$ cat config.mk
export PLATFORM = sky130hd
export DESIGN_NAME = aipt_ram
export DESIGN_NICKNAME = d
export VERILOG_FILES = /design/src/design/aipt_ram.sv
export SDC_FILE = /design/constraint.sdc
export NUM_CORES = 1
export LEC_CHECK = 0
export BUFFER_PORTS_ARGS = -buffer_cell sky130_fd_sc_hd__buf_2
export CORE_ASPECT_RATIO = 0.75
export CORE_MARGIN = 8
export CORE_UTILIZATION = 45
export CTS_BUF_LIST = sky130_fd_sc_hd__clkbuf_4
export DETAILED_ROUTE_END_ITERATION = 10
export MAX_ROUTING_LAYER = met4
export PLACE_DENSITY = 0.64
export SYNTH_ARGS = -nofsm -noshare
export SYNTH_HDL_FRONTEND = slang
export SYNTH_SLANG_ARGS = --single-unit
$ cat constraint.sdc
create_clock -name clk -period 6.9 [get_ports clk]
set_input_delay 1.38 -clock clk [delete_from_list [all_inputs] [get_ports clk]]
set_output_delay 1.38 -clock clk [all_outputs]
set_load 0.05 [all_outputs]
$ cat src/design/aipt_ram.sv
// Generic single write port, single read port RAM with registered read data.
module aipt_ram #(
	parameter int Width = 32,
	parameter int Depth = 12
) (
	input  logic                     clk,
	input  logic                     we,
	input  logic [$clog2(Depth)-1:0] waddr,
	input  logic [Width-1:0]         wdata,
	input  logic [$clog2(Depth)-1:0] raddr,
	output logic [Width-1:0]         rdata
);

	logic [Width-1:0] mem [Depth];

	always_ff @(posedge clk) begin
		if (we) begin
			mem[waddr] <= wdata;
		end
		rdata <= mem[raddr];
	end

endmodule

==> impl_metrics.env <==
export IMPL_ys_seq_area_share_pct=80.2
export IMPL_ys_warn_count=0
export IMPL_stdcell_area_mm2=0.0174
export IMPL_io_pins=74
export IMPL_synthArstFlopShare_pct=0
export IMPL_cap_viol_max_count=0
export IMPL_synth_edff_count=384
export IMPL_grtUsageTotal_pct=16.0
export IMPL_rr_startpoint="mem[3][6]"
export IMPL_vias=7148
export IMPL_final_hold_violation_count=0
export IMPL_grt_start_max_net_pins=83
export IMPL_slew_viol_final=0
export IMPL_path_max_fanout=82
export IMPL_crit_buf_inv=2
export IMPL_htree_num_levels=3
export IMPL_yosysMostFrequentCell="edfxtp_1"
export IMPL_setup_tns_ns=0
export IMPL_finalPower_w=0.00508
export IMPL_layout_nets=860
export IMPL_fin_skew_ns=0.0415
export IMPL_grt_overflow_total=0
export IMPL_startpoint="raddr[0]"
export IMPL_detail_route_vias_per_cell=5.29
export IMPL_cts_buffers=94
export IMPL_cts_buffer_depth=3
export IMPL_wirelength_um=31200
export IMPL_coreArea_mm2=0.0334
export IMPL_antenna_found_initial=4
export IMPL_synthesis_nets=706
export IMPL_dpl_instance_area_mm2=0.0161
export IMPL_yosys_area_top_type="edfxtp_1"
export IMPL_dr_pass1_iters=7
export IMPL_timing_rr_end="rdata[6]"
export IMPL_tightest_slew_ns=1.14
export IMPL_syn2layout_area_growth_pct=14.5
export IMPL_area_sequential_mm2=0.0122
export IMPL_fin_crit_ns=3.15
export IMPL_synth_cell_type_count=20
export IMPL_startpoint_type="input port"
export IMPL_core_rowCount=58
export IMPL_ff2ff_setup_slack_ns=5.51
export IMPL_max_clock_freq_mhz=317
export IMPL_die_area_mm2=0.0399
export IMPL_cp_depth=5
export IMPL_root_buffer="clkbuf_4"
export IMPL_status="completed"
export IMPL_postCtsHoldBufs=0
export IMPL_start_util_pct=45.5
export IMPL_path_clk_slew_ns=0.07
export IMPL_hpwl_um=15500
export IMPL_yosys_register_bits=416
export IMPL_drive_above_1_share_pct=37.6
export IMPL_post_cts_buffers=0
export IMPL_die_y_um=175
export IMPL_cts_resized=0
export IMPL_yosysTopAreaCellShare_pct=76.0
export IMPL_drt_initial_drc_count=468
export IMPL_avgRoutedWirePerCell_um=23.1
export IMPL_p_per_area_mw_per_mm2=293
export IMPL_cpPeakStageDelay_ns=0.73
export IMPL_path_class="input port to register"
export IMPL_synth_cells=664
export IMPL_hold_path_class="register to register"
export IMPL_relSlewSlack_pct=23.9
export IMPL_ys_flop_type="edfxtp_1"
export IMPL_post_route_period_util_pct=45.7
export IMPL_leakage_nw=5.84
export IMPL_arrival_ns=3.72
export IMPL_n_fill_cell=2665
export IMPL_syn_area_mm2=0.0152
export IMPL_slowest_stage="buf_6"
export IMPL_rsz0062_at_grt="no"
export IMPL_reg2reg_depth=3
export IMPL_final_antenna_net_count=0
export IMPL_cp_endpoint="rdata[6]"
export IMPL_place_congestion=0.680
export IMPL_vdd_ir_drop_max_mv=0.108
export IMPL_grt_pass1_wl_um=46600
export IMPL_cts_sinks=416
export IMPL_path_cells="buf_6 > buf_4 > mux4_2 > a22oi_1 > o221ai_1"
export IMPL_finalSetupViolations=0
export IMPL_port_buffers=73
export IMPL_cp_required_ns=7.46
export IMPL_syn_avg_cell_area_um2=22.9
export IMPL_crit_family="buffers and inverters"
export IMPL_insertion_delay_ns=0.73
export IMPL_fp_dieW_um=228
export IMPL_ys_top_cells_by_area="edfxtp_1 (76%), mux4_2 (9.5%), dfxtp_1 (4.2%), mux2i_1 (4.2%), o221ai_1 (1.6%)"
export IMPL_synth_common_cells="edfxtp_1 (384), mux2i_1 (64), mux4_2 (64)"
export IMPL_cts_tree="done"
export IMPL_multi_input_area_mm2=0.00285
export IMPL_remaining_drc_errors=0
export IMPL_grt_pass1_vias=7759
export IMPL_end_kind="register"
where the power goes:
part / switching [W] / internal, W / leakage, nW
registers: 0.0000190 / 0.00282 / 3.74
logic: 0.000210 / 0.000100 / 1.34
clock network: 0.000890 / 0.00104 / 0.759
total: 0.00112 / 0.00396 / 5.84
state kept, by name (all words and copies together) (netlist names):
name	flops
rdata	32
mem	384
cell usage in the layout, fill, tap and decap left out, types with 9 or more instances in the layout:
master | netlist | routed
edfxtp_1 | 384 | 384
clkbuf_4 | 0 | 154
buf_2 | 2 | 72
mux2i_1 | 64 | 64
mux4_2 | 64 | 64
dfxtp_1 | 32 | 32
a22oi_1 | 28 | 28
o221ai_1 | 28 | 28
buf_4 | 0 | 19
clkinv_1 | 0 | 18
nor2_4 | 0 | 9
how the worst min path moves through the flow:
| stage | startpoint | to | slack, ns | cells past startpoint |
|---|---|---|---|---|
| after detailed placement | mem[9][8] | rdata[8] | 0.55 | 2 |
| after global routing | mem[9][0] | rdata[0] | 0.56 | 2 |
| after global placement | mem[8][25] | rdata[25] | 0.53 | 2 |
| after floorplan | mem[8][0] | rdata[0] | 0.53 | 2 |
| after CTS | mem[9][0] | rdata[0] | 0.56 | 2 |
| final | mem[8][14] | rdata[14] | 0.55 | 2 |
metal layers:
metal	share of wire [%]	GRT usage [%]	up-vias	routed length, µm
met2	52	27.0	213	16100
met5	0	-	-	0
met3	6.1	3.89	37	1910
met4	1.4	5.36	0	439
li1	-	-	3212	-
met1	41	18.9	3686	12700
through the flow:
step                setup WS [ns]  hold slack, ns  util, %  cells
finish                       3.75           0.547     52.0   1351
global route                 3.61           0.564     52.0   1351
CTS                          3.76           0.557     52.0   1347
detailed placement           2.98           0.548     48.2   1172
global placement             3.08           0.531     48.2   1172
floorplan                    2.34           0.526        -    664
cells by family after synthesis:
family          Yosys count  share of synthesized area [%]
mux                     128                           13.7
compound gates           64                           3.73
flops                   416                           80.2
simple gates             22                          0.717
buf+inv                  34                           1.62
area by class of cell:
class | count | share of cell area (%)
sequential | 416 | 70.1
multi-input combinational | 214 | 16.4
clock buffer | 154 | 6.66
tap | 450 | 3.24
timing repair buffer | 92 | 2.96
clock inverter | 21 | 0.605
antenna | 4 | 0.0576
worst register-to-register path: stages (launching register included):
cell	delay, ns
edfxtp_1	0.39
mux4_2	0.46
a22oi_1	0.22
o221ai_1	0.16
(Power assumes the default switching activity.)
